$ cat config.mk
export PLATFORM = sky130hd
export DESIGN_NAME = frame_animation_sequencer_unit
export DESIGN_NICKNAME = d
export VERILOG_FILES = /design/src/design/fas_pkg.sv /design/src/design/fas_ram.sv /design/src/design/fas_front.sv /design/src/design/fas_back.sv /design/src/design/frame_animation_sequencer_unit.sv
export SDC_FILE = /design/constraint.sdc
export NUM_CORES = 2
export LEC_CHECK = 0
export ABC_AREA = 1
export BUFFER_PORTS_ARGS = -buffer_cell sky130_fd_sc_hd__buf_2
export CAP_MARGIN = 20
export CELL_PAD_IN_SITES_DETAIL_PLACEMENT = 0
export CELL_PAD_IN_SITES_GLOBAL_PLACEMENT = 1
export CORE_MARGIN = 2
export CORE_UTILIZATION = 54
export CTS_CLUSTER_SIZE = 20
export DETAILED_ROUTE_END_ITERATION = 10
export HOLD_SLACK_MARGIN = 0.05
export PLACE_DENSITY_LB_ADDON = 0.1
export REMOVE_ABC_BUFFERS = 1
export SLEW_MARGIN = 20
export SYNTH_ARGS = -nofsm -noshare
export SYNTH_HDL_FRONTEND = slang
export SYNTH_SLANG_ARGS = --single-unit
$ cat constraint.sdc
create_clock -name clk -period 10.22 [get_ports clk]
set_input_delay 0.511 -clock clk [delete_from_list [all_inputs] [get_ports clk]]
set_output_delay 0.511 -clock clk [all_outputs]
set_load 0.005 [all_outputs]
$ cat src/design/fas_pkg.sv
// Shared types and constants of the frame animation sequencer.
package fas_pkg;

	localparam int MAX_FRAMES = 64;
	localparam int FRAME_W    = 6;
	localparam int FCNT_W     = 7;
	localparam int TIME_W     = 16;
	localparam int ELAPSED_W  = 18;
	localparam int QDEPTH     = 4;
	localparam int QPTR_W     = $clog2(QDEPTH);
	localparam int QCNT_W     = $clog2(QDEPTH + 1);
	localparam int PADDR_W    = 3;

	localparam logic REG_LOOP = 1'b0;
	localparam logic REG_FCNT = 1'b1;

	typedef enum logic [2:0] {
		OP_TICK    = 3'd0,
		OP_START   = 3'd1,
		OP_PAUSE   = 3'd2,
		OP_RESUME  = 3'd3,
		OP_EXTRA   = 3'd4,
		OP_RESTART = 3'd5,
		OP_WRITE   = 3'd6
	} op_t;

	typedef enum logic [1:0] {
		EV_ANIM_BEGIN  = 2'd0,
		EV_FRAME_BEGIN = 2'd1,
		EV_FRAME_END   = 2'd2,
		EV_ANIM_END    = 2'd3
	} ev_t;

	typedef enum logic [3:0] {
		S_IDLE,
		S_TICK,
		S_RAB,
		S_RFB,
		S_AB,
		S_CFB,
		S_TFE,
		S_TAE,
		S_SFE,
		S_SAE
	} state_t;

	typedef struct packed {
		op_t                op;
		logic [TIME_W-1:0]  arg;
		logic [FRAME_W-1:0] idx;
	} item_t;

	typedef struct packed {
		logic              loop_enable;
		logic [FCNT_W-1:0] frame_count;
	} cfg_t;

	typedef struct packed {
		ev_t                kind;
		logic [FRAME_W-1:0] frame;
		logic               last;
		logic               done;
		logic               hold;
	} res_t;

endpackage

$ cat src/design/fas_ram.sv
// Generic simple dual-port RAM with a registered read.
module fas_ram #(
	parameter int WIDTH = 16,
	parameter int DEPTH = 64
) (
	input  logic                     clk,
	input  logic                     we,
	input  logic [$clog2(DEPTH)-1:0] waddr,
	input  logic [WIDTH-1:0]         wdata,
	input  logic                     re,
	input  logic [$clog2(DEPTH)-1:0] raddr,
	output logic [WIDTH-1:0]         rdata
);

	logic [WIDTH-1:0] mem_q [DEPTH];
	logic [WIDTH-1:0] rdata_q;

	always_ff @(posedge clk) begin
		if (we) begin
			mem_q[waddr] <= wdata;
		end
		if (re) begin
			rdata_q <= mem_q[raddr];
		end
	end

	assign rdata = rdata_q;

endmodule

$ cat src/design/fas_front.sv
// Front end: accepts input items, decodes them and queues them for the back end.
module fas_front (
	input  logic                          clk,
	input  logic                          arst_n,
	input  logic                          in_valid,
	output logic                          in_ready,
	input  logic [2:0]                    operation,
	input  logic [fas_pkg::TIME_W-1:0]    time_step,
	input  logic [fas_pkg::FRAME_W-1:0]   frame_index,
	input  logic [fas_pkg::TIME_W-1:0]    delay_value,
	output logic                          q_valid,
	output fas_pkg::item_t                q_item,
	input  logic                          q_pop
);

	fas_pkg::item_t                q_mem_q [fas_pkg::QDEPTH];
	logic [fas_pkg::QPTR_W-1:0]    wr_ptr_q;
	logic [fas_pkg::QPTR_W-1:0]    rd_ptr_q;
	logic [fas_pkg::QCNT_W-1:0]    cnt_q;
	fas_pkg::item_t                dec_item;
	logic                          dec_keep;
	logic                          push;
	logic                          pop;

	// Code seven has no effect and is dropped here.
	always_comb begin
		dec_item.idx = frame_index;
		dec_item.arg = delay_value;
		dec_item.op  = fas_pkg::OP_TICK;
		dec_keep     = 1'b1;
		case (operation)
			fas_pkg::OP_TICK: begin
				dec_item.op  = fas_pkg::OP_TICK;
				dec_item.arg = time_step;
			end
			fas_pkg::OP_START:   dec_item.op = fas_pkg::OP_START;
			fas_pkg::OP_PAUSE:   dec_item.op = fas_pkg::OP_PAUSE;
			fas_pkg::OP_RESUME:  dec_item.op = fas_pkg::OP_RESUME;
			fas_pkg::OP_EXTRA:   dec_item.op = fas_pkg::OP_EXTRA;
			fas_pkg::OP_RESTART: dec_item.op = fas_pkg::OP_RESTART;
			fas_pkg::OP_WRITE:   dec_item.op = fas_pkg::OP_WRITE;
			default: dec_keep = 1'b0;
		endcase
	end

	assign in_ready = (cnt_q != fas_pkg::QCNT_W'(fas_pkg::QDEPTH));
	assign push     = in_valid && in_ready && dec_keep;
	assign q_valid  = (cnt_q != '0);
	assign pop      = q_pop && q_valid;
	assign q_item   = q_mem_q[rd_ptr_q];

	always_ff @(posedge clk) begin
		if (push) begin
			q_mem_q[wr_ptr_q] <= dec_item;
		end
	end

	always_ff @(posedge clk or negedge arst_n) begin
		if (!arst_n) begin
			wr_ptr_q <= '0;
			rd_ptr_q <= '0;
			cnt_q    <= '0;
		end else begin
			if (push) begin
				wr_ptr_q <= wr_ptr_q + 1'b1;
			end
			if (pop) begin
				rd_ptr_q <= rd_ptr_q + 1'b1;
			end
			case ({push, pop})
				2'b10:   cnt_q <= cnt_q + 1'b1;
				2'b01:   cnt_q <= cnt_q - 1'b1;
				default: cnt_q <= cnt_q;
			endcase
		end
	end

endmodule

$ cat src/design/fas_back.sv
// Back end: sequencer state, delay table and the event output register.
module fas_back (
	input  logic           clk,
	input  logic           arst_n,
	input  fas_pkg::cfg_t  cfg,
	input  logic           q_valid,
	input  fas_pkg::item_t q_item,
	output logic           q_pop,
	output logic           out_valid,
	input  logic           out_ready,
	output fas_pkg::res_t  res
);

	fas_pkg::state_t                 state_q, state_d;
	logic [fas_pkg::FRAME_W-1:0]     cf_q, cf_d;
	logic [fas_pkg::ELAPSED_W-1:0]   et_q, et_d;
	logic [fas_pkg::TIME_W-1:0]      extra_q, extra_d;
	logic                            paused_q, paused_d;
	logic                            fin_q, fin_d;
	logic                            sh_q, sh_d;
	logic                            rp_q, rp_d;
	logic                            hit_q, hit_d;
	logic [fas_pkg::TIME_W-1:0]      arg_q, arg_d;
	logic                            out_valid_q;
	fas_pkg::res_t                   res_q;

	logic                            ram_we;
	logic                            ram_re;
	logic [fas_pkg::FRAME_W-1:0]     ram_raddr;
	logic [fas_pkg::TIME_W-1:0]      ram_rdata;

	logic [fas_pkg::FCNT_W-1:0]      n_frames;
	logic                            is_last;
	logic                            out_free;
	logic                            ev_emit;
	fas_pkg::res_t                   ev;
	logic [fas_pkg::ELAPSED_W-1:0]   et_base;
	logic [fas_pkg::ELAPSED_W-1:0]   et_sum;
	logic [fas_pkg::TIME_W:0]        limit;
	logic                            run;
	logic                            hit;
	logic                            delay_zero;
	logic [fas_pkg::FRAME_W-1:0]     start_frame;

	fas_ram #(
		.WIDTH(fas_pkg::TIME_W),
		.DEPTH(fas_pkg::MAX_FRAMES)
	) u_delay_ram (
		.clk  (clk),
		.we   (ram_we),
		.waddr(q_item.idx),
		.wdata(q_item.arg),
		.re   (ram_re),
		.raddr(ram_raddr),
		.rdata(ram_rdata)
	);

	always_comb begin
		if (cfg.frame_count == '0) begin
			n_frames = fas_pkg::FCNT_W'(1);
		end else if (cfg.frame_count > fas_pkg::FCNT_W'(fas_pkg::MAX_FRAMES)) begin
			n_frames = fas_pkg::FCNT_W'(fas_pkg::MAX_FRAMES);
		end else begin
			n_frames = cfg.frame_count;
		end
	end

	assign is_last     = !(({1'b0, cf_q} + fas_pkg::FCNT_W'(1)) < n_frames);
	assign start_frame = ({1'b0, q_item.idx} < n_frames) ? q_item.idx
	                     : fas_pkg::FRAME_W'(n_frames - fas_pkg::FCNT_W'(1));
	assign out_free    = !out_valid_q || out_ready;
	assign et_base     = rp_q ? '0 : et_q;
	assign et_sum      = et_base + {2'b00, arg_q};
	assign limit       = {1'b0, ram_rdata} + {1'b0, extra_q};
	assign run         = !(paused_q || fin_q || sh_q);
	assign hit         = run && (et_sum >= {1'b0, limit});
	assign delay_zero  = (ram_rdata == '0);

	always_comb begin
		state_d   = state_q;
		cf_d      = cf_q;
		et_d      = et_q;
		extra_d   = extra_q;
		paused_d  = paused_q;
		fin_d     = fin_q;
		sh_d      = sh_q;
		rp_d      = rp_q;
		hit_d     = hit_q;
		arg_d     = arg_q;
		q_pop     = 1'b0;
		ram_we    = 1'b0;
		ram_re    = 1'b0;
		ram_raddr = cf_q;
		ev_emit   = 1'b0;
		ev.kind   = fas_pkg::EV_ANIM_BEGIN;
		ev.frame  = cf_q;
		ev.last   = 1'b0;
		ev.done   = fin_q;
		ev.hold   = sh_q;
		case (state_q)
			fas_pkg::S_IDLE: begin
				if (q_valid) begin
					q_pop = 1'b1;
					arg_d = q_item.arg;
					case (q_item.op)
						fas_pkg::OP_TICK: begin
							ram_re    = 1'b1;
							ram_raddr = rp_q ? '0 : cf_q;
							state_d   = fas_pkg::S_TICK;
						end
						fas_pkg::OP_START: begin
							et_d     = '0;
							fin_d    = 1'b0;
							paused_d = 1'b0;
							sh_d     = 1'b0;
							rp_d     = 1'b0;
							cf_d     = start_frame;
							state_d  = fas_pkg::S_AB;
						end
						fas_pkg::OP_PAUSE: paused_d = 1'b1;
						fas_pkg::OP_RESUME: begin
							paused_d = 1'b0;
							if (sh_q) begin
								sh_d    = 1'b0;
								hit_d   = 1'b0;
								state_d = fas_pkg::S_RAB;
							end
						end
						fas_pkg::OP_EXTRA: extra_d = q_item.arg;
						fas_pkg::OP_RESTART: begin
							fin_d = 1'b0;
							rp_d  = 1'b1;
						end
						fas_pkg::OP_WRITE: begin
							ram_we = ({1'b0, q_item.idx} <
							          fas_pkg::FCNT_W'(fas_pkg::MAX_FRAMES));
						end
						default: ;
					endcase
				end
			end
			fas_pkg::S_TICK: begin
				rp_d  = 1'b0;
				hit_d = hit;
				if (rp_q) begin
					cf_d = '0;
				end
				et_d = run ? (hit ? '0 : et_sum) : et_base;
				if (hit) begin
					extra_d = '0;
				end
				if (rp_q) begin
					state_d = fas_pkg::S_RAB;
				end else if (hit) begin
					state_d = fas_pkg::S_TFE;
				end else begin
					state_d = fas_pkg::S_IDLE;
				end
			end
			fas_pkg::S_RAB: begin
				ev_emit = 1'b1;
				ev.kind = fas_pkg::EV_ANIM_BEGIN;
				if (out_free) begin
					state_d = fas_pkg::S_RFB;
				end
			end
			fas_pkg::S_RFB: begin
				ev_emit = 1'b1;
				ev.kind = fas_pkg::EV_FRAME_BEGIN;
				ev.last = !hit_q;
				if (out_free) begin
					state_d = hit_q ? fas_pkg::S_TFE : fas_pkg::S_IDLE;
				end
			end
			fas_pkg::S_AB: begin
				ev_emit = 1'b1;
				ev.kind = fas_pkg::EV_ANIM_BEGIN;
				ram_re  = 1'b1;
				if (out_free) begin
					state_d = fas_pkg::S_CFB;
				end
			end
			fas_pkg::S_CFB: begin
				ev_emit = 1'b1;
				ev.kind = fas_pkg::EV_FRAME_BEGIN;
				ev.last = !delay_zero;
				if (out_free) begin
					state_d = delay_zero ? fas_pkg::S_SFE : fas_pkg::S_IDLE;
				end
			end
			fas_pkg::S_TFE: begin
				ev_emit = 1'b1;
				ev.kind = fas_pkg::EV_FRAME_END;
				if (out_free) begin
					if (!is_last) begin
						cf_d      = cf_q + 1'b1;
						ram_re    = 1'b1;
						ram_raddr = cf_q + 1'b1;
						state_d   = fas_pkg::S_CFB;
					end else begin
						state_d = fas_pkg::S_TAE;
					end
				end
			end
			fas_pkg::S_TAE: begin
				ev_emit = 1'b1;
				ev.kind = fas_pkg::EV_ANIM_END;
				ev.done = fin_q || !cfg.loop_enable;
				ev.last = !cfg.loop_enable;
				if (out_free) begin
					fin_d = fin_q || !cfg.loop_enable;
					if (cfg.loop_enable) begin
						cf_d    = '0;
						state_d = fas_pkg::S_AB;
					end else begin
						state_d = fas_pkg::S_IDLE;
					end
				end
			end
			fas_pkg::S_SFE: begin
				ev_emit = 1'b1;
				ev.kind = fas_pkg::EV_FRAME_END;
				ev.hold = 1'b1;
				ev.last = !is_last;
				if (out_free) begin
					sh_d = 1'b1;
					if (!is_last) begin
						cf_d    = cf_q + 1'b1;
						state_d = fas_pkg::S_IDLE;
					end else begin
						state_d = fas_pkg::S_SAE;
					end
				end
			end
			fas_pkg::S_SAE: begin
				ev_emit = 1'b1;
				ev.kind = fas_pkg::EV_ANIM_END;
				ev.done = fin_q || !cfg.loop_enable;
				ev.last = 1'b1;
				if (out_free) begin
					fin_d = fin_q || !cfg.loop_enable;
					if (cfg.loop_enable) begin
						cf_d = '0;
					end
					state_d = fas_pkg::S_IDLE;
				end
			end
			default: state_d = fas_pkg::S_IDLE;
		endcase
	end

	always_ff @(posedge clk) begin
		arg_q <= arg_d;
		if (ev_emit && out_free) begin
			res_q <= ev;
		end
	end

	always_ff @(posedge clk or negedge arst_n) begin
		if (!arst_n) begin
			state_q     <= fas_pkg::S_IDLE;
			cf_q        <= '0;
			et_q        <= '0;
			extra_q     <= '0;
			paused_q    <= 1'b0;
			fin_q       <= 1'b0;
			sh_q        <= 1'b0;
			rp_q        <= 1'b0;
			hit_q       <= 1'b0;
			out_valid_q <= 1'b0;
		end else begin
			state_q  <= state_d;
			cf_q     <= cf_d;
			et_q     <= et_d;
			extra_q  <= extra_d;
			paused_q <= paused_d;
			fin_q    <= fin_d;
			sh_q     <= sh_d;
			rp_q     <= rp_d;
			hit_q    <= hit_d;
			if (ev_emit && out_free) begin
				out_valid_q <= 1'b1;
			end else if (out_ready) begin
				out_valid_q <= 1'b0;
			end
		end
	end

	assign out_valid = out_valid_q;
	assign res       = res_q;

	a_ram_ports: assert property (@(posedge clk) disable iff (!arst_n)
		!(ram_we && ram_re))
		else $error("Delay table written and read in the same cycle.");

	a_last_ends: assert property (@(posedge clk) disable iff (!arst_n)
		(ev_emit && out_free && ev.last) |=> (state_q == fas_pkg::S_IDLE))
		else $error("Sequence continued after its final event.");

	a_more_follows: assert property (@(posedge clk) disable iff (!arst_n)
		(ev_emit && out_free && !ev.last) |=> (state_q != fas_pkg::S_IDLE))
		else $error("Sequence ended on an event not marked final.");

	a_read_before_check: assert property (@(posedge clk) disable iff (!arst_n)
		(state_q == fas_pkg::S_CFB && $past(state_q) != fas_pkg::S_CFB) |->
		$past(ram_re))
		else $error("Stop frame check without a fresh delay read.");

	a_restart_clean: assert property (@(posedge clk) disable iff (!arst_n)
		!(fin_q && rp_q))
		else $error("Finished and restart pending both set.");

endmodule

$ cat src/design/frame_animation_sequencer_unit.sv
// Top level of the frame animation sequencer: configuration registers and the two ends.
//
// Channel   Direction  Handshake            Payload
// in        input      in_valid/in_ready    operation, time_step, frame_index, delay_value
// out       output     out_valid/out_ready  event_res, event_frame, last, done_flag, hold_flag
// apb       input      psel/penable/pready  paddr, pwrite, pwdata, prdata
//
// Items enter a four-deep queue at one a cycle while it is not full; the back end takes a
// new item only once it is idle again, after the events of the last one are sent.
// The delay table is read while the event before a frame check is sent.
// Reset clears the sequencer state and the queue; the delay table is not cleared.
// A stalled output holds the sequencer while the queue keeps taking items until it is full.
module frame_animation_sequencer_unit (
	input  logic                          clk,
	input  logic                          arst_n,
	input  logic                          psel,
	input  logic                          penable,
	input  logic                          pwrite,
	input  logic [fas_pkg::PADDR_W-1:0]   paddr,
	input  logic [31:0]                   pwdata,
	output logic [31:0]                   prdata,
	output logic                          pready,
	input  logic                          in_valid,
	output logic                          in_ready,
	input  logic [2:0]                    operation,
	input  logic [15:0]                   time_step,
	input  logic [5:0]                    frame_index,
	input  logic [15:0]                   delay_value,
	output logic                          out_valid,
	input  logic                          out_ready,
	output logic [1:0]                    event_res,
	output logic [5:0]                    event_frame,
	output logic                          last,
	output logic                          done_flag,
	output logic                          hold_flag
);

	logic                          loop_q;
	logic [fas_pkg::FCNT_W-1:0]    fcnt_q;
	fas_pkg::cfg_t                 cfg;
	logic                          q_valid;
	fas_pkg::item_t                q_item;
	logic                          q_pop;
	fas_pkg::res_t                 res;
	logic                          wr_en;

	assign pready = 1'b1;
	assign wr_en  = psel && penable && pwrite && pready;

	always_ff @(posedge clk or negedge arst_n) begin
		if (!arst_n) begin
			loop_q <= 1'b0;
			fcnt_q <= fas_pkg::FCNT_W'(1);
		end else if (wr_en) begin
			case (paddr[2])
				fas_pkg::REG_LOOP: loop_q <= pwdata[0];
				fas_pkg::REG_FCNT: fcnt_q <= pwdata[fas_pkg::FCNT_W-1:0];
				default: ;
			endcase
		end
	end

	always_comb begin
		case (paddr[2])
			fas_pkg::REG_LOOP: prdata = {31'd0, loop_q};
			fas_pkg::REG_FCNT: prdata = {{(32 - fas_pkg::FCNT_W){1'b0}}, fcnt_q};
			default:           prdata = '0;
		endcase
	end

	assign cfg.loop_enable = loop_q;
	assign cfg.frame_count = fcnt_q;

	fas_front u_front (
		.clk        (clk),
		.arst_n     (arst_n),
		.in_valid   (in_valid),
		.in_ready   (in_ready),
		.operation  (operation),
		.time_step  (time_step),
		.frame_index(frame_index),
		.delay_value(delay_value),
		.q_valid    (q_valid),
		.q_item     (q_item),
		.q_pop      (q_pop)
	);

	fas_back u_back (
		.clk      (clk),
		.arst_n   (arst_n),
		.cfg      (cfg),
		.q_valid  (q_valid),
		.q_item   (q_item),
		.q_pop    (q_pop),
		.out_valid(out_valid),
		.out_ready(out_ready),
		.res      (res)
	);

	assign event_res   = res.kind;
	assign event_frame = res.frame;
	assign last        = res.last;
	assign done_flag   = res.done;
	assign hold_flag   = res.hold;

endmodule

* After elaboration in Yosys (flattened, before gate mapping)
Memories as Yosys holds them, arrays and structs flattened. A register that Yosys moved wholly into a read port is not among the register bits.
Cells that the tools add are included.
** Storage, ports and cells
- RAM bits :: 1124
- Logic and storage cells :: 214
- Memories kept :: 2
- Bits in registers :: 92
- Output and inout port bits :: 46
- Input port bits :: 83
- Memory bits (read-only) :: 0
- Bits in latches :: 0
** Cells by class
- Bitwise gates (word level) :: 1
- $lt $le $gt $ge :: 4
- Muxes and demuxes :: 84
- Eq/ne operators :: 45
- Add/subtract/negate cells :: 9
- Shifts and indexed selects :: 0
- Multipliers :: 0
- Reduce and logical (&&, ||, !) cells :: 48
- Divide/modulo/power cells :: 0
** Memory list
- u_back.u_delay_ram.mem_q :: words 64, bits a word 16, rd ports 1, clocked after Yosys merged registers in 1, wr ports 1, line fas_ram.sv:15 : logic [WIDTH-1:0] mem_q [DEPTH];
- u_front.q_mem_q :: words 4, bits a word 25, rd ports 1, clocked after Yosys merged registers in 0, wr ports 1, line fas_front.sv:16 : fas_pkg::item_t q_mem_q [fas_pkg::QDEPTH];
** Operator list (count)
- $mux W18 :: 5
- $mux W16 :: 4
- $pmux W32 S2 :: 1
- $mux W6 :: 10
- $mux W4 :: 13
- $pmux W4 S10 :: 1
- $pmux W18 S2 :: 1
- $pmux W16 S2 :: 1
- $mux W1 :: 28
- $ne A2 B1 Y1 const B :: 12
- $pmux W6 S4 :: 1
- $add A18 B16 Y18 :: 1
- $eq A3 B3 Y1 const B :: 6
- $ge A18 B17 Y1 :: 1
- $pmux W3 S6 :: 1
- $add A16 B16 Y17 :: 1
- $eq A4 B3 Y1 const B :: 4
- $logic_not A16 Y1 :: 1
- $reduce_and A4 Y1 :: 4
- $mux W7 :: 2
- $eq A3 B2 Y1 const B :: 4
- $ne A2 B2 Y1 const B :: 6
- $pmux W1 S2 :: 6
- $pmux W4 S3 :: 1
- other kinds (42) :: 76

* Depth between registers and ports, before layout
- Depth in word-level cells :: 8
- Depth in mapped cells :: 29
- Mapped depth without buffers :: 28

* Cells and area by module
From an unflattened synthesis, not the netlist that was laid out.
** Unflattened totals
- Cells, all modules :: 4934
- Area, all modules :: 53919.2 um^2
** By module, submodules not included
- fas_ram :: area each 42251.8 um^2, seq. area each 31230.0 um^2, cells each 3518, instances 1
- fas_back :: area each 6556.3 um^2, seq. area each 2062.0 um^2, cells each 948, instances 1
- fas_front :: area each 4496.8 um^2, seq. area each 3178.0 um^2, cells each 385, instances 1
- frame_animation_sequencer_unit :: area each 614.3 um^2, seq. area each 201.4 um^2, cells each 83, instances 1

* Least setup slack after synthesis
No wires, ideal clock.
- Path kind :: register to register
- Start point :: reg u_back.rp_q
- End point :: reg u_back.extra_q[10] (netlist name)
- Cell stages (with the launch flop) :: 28
- Arrival time :: 3.967 ns
- Library setup time :: 0.074 ns
- Period minus slack after synthesis :: 4.040 ns
- Required time :: 10.146 ns
- Buffers on the path :: 3
- Slack :: 6.180 ns
- Cells stage by stage :: dfrtp_1 > buf_6 > clkbuf_1 > nor2_1 > ha_1 > ha_1 > or2_2 > a31o_2 > nand3_1 > nand2_1 > nand2_1 > nand2_1 > xor2_1 > ha_1 > nand2_1 > nor2_1 > o21ai_0 > nand4_1 > nand2_1 > o211ai_1 > o21bai_1 > nand3_1 > a21oi_1 > nand2_2 > nand3b_2 > buf_4 > nand3_1 > nand2_1
** Between the ends
- Longest elaborated chain between the ends :: 6
** Ends and longest elaborated chain
- start, declared :: line fas_back.sv:21 : logic rp_q, rp_d;
- start signal, assigned :: line fas_back.sv:279 : rp_q <= rp_d;
- $mux W18 :: line fas_back.sv:72 : assign et_base = rp_q ? '0 : et_q;
- $add A18 B16 Y18 :: line fas_back.sv:73 : assign et_sum = et_base + {2'b00, arg_q};
- $ge A18 B17 Y1 :: line fas_back.sv:76 : assign hit = run && (et_sum >= {1'b0, limit});
- $logic_and A1 B1 Y1 :: line fas_back.sv:76
- $ne A2 B1 Y1 (no source line)
- $reduce_and A4 Y1 (no source line)
- end signal, assigned :: line fas_back.sv:275 : extra_q <= extra_d;
- end, declared :: line fas_back.sv:17 : logic [fas_pkg::TIME_W-1:0] extra_q, extra_d;
Every way passes these cells.
A chain may end at the register's enable or synchronous reset.

* Worst setup path after layout
- Start point :: reg u_front.rd_ptr_q[0] (netlist name)
- End point :: reg u_back.u_delay_ram.rdata_q[14], in the netlist u_back.u_delay_ram.rdata[14] (read register of u_back.u_delay_ram.mem_q) (data pin)
** Between the ends
- Longest elaborated chain between the ends :: 5
- Elaborated cells on any way between the ends :: 8
- Those cells by class :: mux: 6; reduce/logical: 1; memory: 1
** Ends and longest elaborated chain
- start, declared :: line fas_front.sv:18 : logic [fas_pkg::QPTR_W-1:0] rd_ptr_q;
- start signal, assigned :: line fas_front.sv:68 : rd_ptr_q <= rd_ptr_q + 1'b1;
- $mem_v2 Z4 W25 *
- $logic_not A3 Y1 * :: line fas_back.sv:105 : case (q_item.op)
- $mux W1 / $mux W6 (equally long branches) :: line fas_back.sv:105
- $mux W1 / $mux W6 (equally long branches) :: line fas_back.sv:102 : if (q_valid) begin
- $pmux W1 S3 / $pmux W6 S2 (equally long branches) :: line fas_back.sv:100 : case (state_q)
- end, declared :: line fas_ram.sv:16 : logic [WIDTH-1:0] rdata_q;
Every way passes the cells marked *; elsewhere a longest branch is shown, timed or not.

==> impl_metrics.env <==
export IMPL_status="finished clean"
export IMPL_synth_area_leaders="edfxtp_1, nand3_1, nand2_1"
export IMPL_crit_slowest_cell="nand2_8"
export IMPL_rr_startpoint="u_front.rd_ptr_q[0]"
export IMPL_vias=38500
export IMPL_rsz0062_at_grt="no"
export IMPL_dp_hpwl_mm=79.6
export IMPL_worstPathMaxFanout=134
export IMPL_dieArea_mm2=0.107
export IMPL_clk_path_buf_depth=3
export IMPL_syn_area_per_cell_um2=10.7
export IMPL_grt_total_usage_pct=28.1
export IMPL_nets=5448
export IMPL_cp_end_kind="register"
export IMPL_wirelength_mm=150
export IMPL_numCtsBuffers=133
export IMPL_fp_row_count=118
export IMPL_crit_required_ps=10700
export IMPL_max_freq_ghz=0.162
export IMPL_critPathLaunchType="register"
export IMPL_num_io_pins=129
export IMPL_finalCriticalPeriod_ps=6180
export IMPL_grt_first_pass_wirelength_mm=225
export IMPL_avgViaCountPerCell=5.68
export IMPL_diodes=0
export IMPL_clk_pin_slew_ps=60
export IMPL_dp_cells=6532
export IMPL_path_common_cell="nand3_1"
export IMPL_die_width_um=326
export IMPL_yosys_area_top_type_share_pct=62.5
export IMPL_finalSetupViolCount=0
export IMPL_drc_errors=0
export IMPL_grt_pass1_vias=36500
export IMPL_synthCells=5257
export IMPL_die_h_um=326
export IMPL_slew_violations=0
export IMPL_netlist_area_mm2=0.0561
export IMPL_postRouteAntennaNets=0
export IMPL_cts_htree_levels=4
export IMPL_synth_seq_area_share_pct=65.4
export IMPL_path_class="reg2reg"
export IMPL_path_cells="buf_4 > inv_2 > nand2_1 > nand3_1 > nand2_1 > nand2_1 > nor2_4 > nand3_4 > a31oi_2 > nand2_8 > nand2_8 > buf_4 > nand2_1 > nand3_1 > nand3_1 > nand3_1 > nand3_1 > nand3_1 > nand2_1"
export IMPL_cpPeakStageDelay_ps=830
export IMPL_grt_use_met3_pct=4.76
export IMPL_synth_cell_type_count=64
export IMPL_grt_use_met1_pct=39.9
export IMPL_ys_warn_count=0
export IMPL_grt_max_degree=189
export IMPL_fin_cells=6782
export IMPL_firstDrtPassIters=8
export IMPL_async_reset_ff_share_pct=5.28
export IMPL_hold_viol=0
export IMPL_worstHoldStart="time_step[0]"
export IMPL_cts_root_buffer="clkbuf_16"
export IMPL_final_setup_tns_ps=0
export IMPL_crit_start="u_front.rd_ptr_q[0]"
export IMPL_drv_cap=0
export IMPL_yosysTopAreaCell="edfxtp_1"
export IMPL_start_util_pct=54.3
export IMPL_synth_ff_type="edfxtp_1"
export IMPL_slew_limit_headroom_pct=29.6
export IMPL_worstPathArrival_ps=6660
export IMPL_place_congestion=0.834
export IMPL_worst_pin_slew_ps=1060
export IMPL_cts_resized=0
export IMPL_finClkSkew_ps=24.8
export IMPL_grt_overflow=0
export IMPL_min_path_type="in2reg"
export IMPL_synth_most_common_cell="nand2_1"
export IMPL_synthTopCellsByCount="nand2_1, edfxtp_1, nand3_1"
export IMPL_clock_sinks=1232
export IMPL_port_buffers=75
export IMPL_top_usage_layer="met2"
export IMPL_fin_crit_sh_pct=60.4
export IMPL_cts_tree="done"
export IMPL_drtIter0Drc=3818
export IMPL_fillers=8591
export IMPL_drive_above_1_share_pct=8.53
export IMPL_core_area_mm2=0.103
export IMPL_areaGrowthSynthToFinish_pct=10.5
export IMPL_use_met2_pct=44.7
export IMPL_synth_edff_count=1167
export IMPL_wl_per_cell_um=22.2
export IMPL_grt_antenna_before_repair=1
export IMPL_clock_latency_ps=740
export IMPL_ys_ff_latch=1232
-- cell families (layout without fill, tap and decap cells) --
family / Yosys count / count (layout) / synth area share, %
AOI/OAI and AO/OA: 232 / 232 / 2.46
other: 2 / 26 / 0.0134
and+or+nand+nor: 2814 / 2814 / 23.0
xor gates and xnor gates: 39 / 39 / 0.609
adders and majority gates: 64 / 64 / 1.45
DFF: 1232 / 1232 / 65.4
muxes: 21 / 21 / 0.421
buffers and inverters: 853 / 974 / 6.71
-- sequential cells by signal, summed over array words and instances (netlist names) --
signal and count:
loop_q 1, u_back.extra_q 16, u_back.arg_q 16, u_front.q_mem_q 100
u_back.cf_q 6, u_front.cnt_q 3, u_back.fin_q 1, u_back.hit_q 1
u_back.u_delay_ram.mem_q 1024, u_back.sh_q 1, u_back.u_delay_ram.rdata 16, u_back.et_q 18
fcnt_q 7, u_back.out_valid 1, u_back.rp_q 1, u_front.wr_ptr_q 2
u_back.res 11, u_back.paused_q 1, u_front.rd_ptr_q 2, u_back.state_q 4
-- per-layer routing --
metal	share of wire, %	wire length, µm	vias to the layer above
li1	-	-	18100
met2	47	71000	1363
met3	7.4	11100	246
met1	43	64100	18800
met5	0	0	-
met4	2.6	3960	0
-- area by class of cell --
cell class,count,area (µm²),area share [%]
inverters,521,1960,3.16
repair buffers,217,1580,2.54
clock buffers,180,3630,5.85
clock inverters,56,375,0.605
well taps,1380,1730,2.78
flip-flops and latches,1232,36700,59.1
multi-input cells,3196,16100,25.9
-- worst paths after layout --
path,to,slack (ps),depth (start not counted)
max in group asynchronous,u_front.cnt_q[0],9070,3
max reg2reg,u_back.u_delay_ram.rdata[14],4040,19
max,u_back.u_delay_ram.rdata[14],4040,19
min in group asynchronous,u_back.et_q[2],540,3
min reg2reg,u_back.et_q[16],490,2
min,u_front.q_mem_q[3][6],130,2
-- through the flow --
step	utilization [%]	hold WS (ps)	instance area (µm²)	setup WS, ps
global route	60.0	115	62000	3670
CTS	60.0	89.3	62000	4160
global placement	56.0	464	57900	4210
floorplan	-	215	54400	1410
finish	60.0	132	62000	4040
detailed placement	56.0	472	57900	4180
-- worst max-delay path, delay by kind of cell, from the launching register on --
family | cells | cell delay, ps
compound gates | 1 | 320
buf+inv | 3 | 1620
simple gates | 15 | 3390
flops | 1 | 330
-- cells in the final DEF (no fill, tap or decap), drive strengths merged, types with 65 or more instances in the layout --
master     n
nand2   1247
edfxtp  1167
nand3   1141
inv      524
buf      203
nand3b   195
nor2     195
clkbuf   180
o21ai     92
a21oi     65
-- repair_timing --
| item | 4_1_cts | 5_1_grt |
|---|---|---|
| hold buffers | 14 | 0 |
| buffers inserted | 0 | 0 |
| hold endpoints to repair | 92 | 0 |
Power is not shown: default switching activity piles up to over one toggle a cycle in this logic, so the estimate is an artifact.
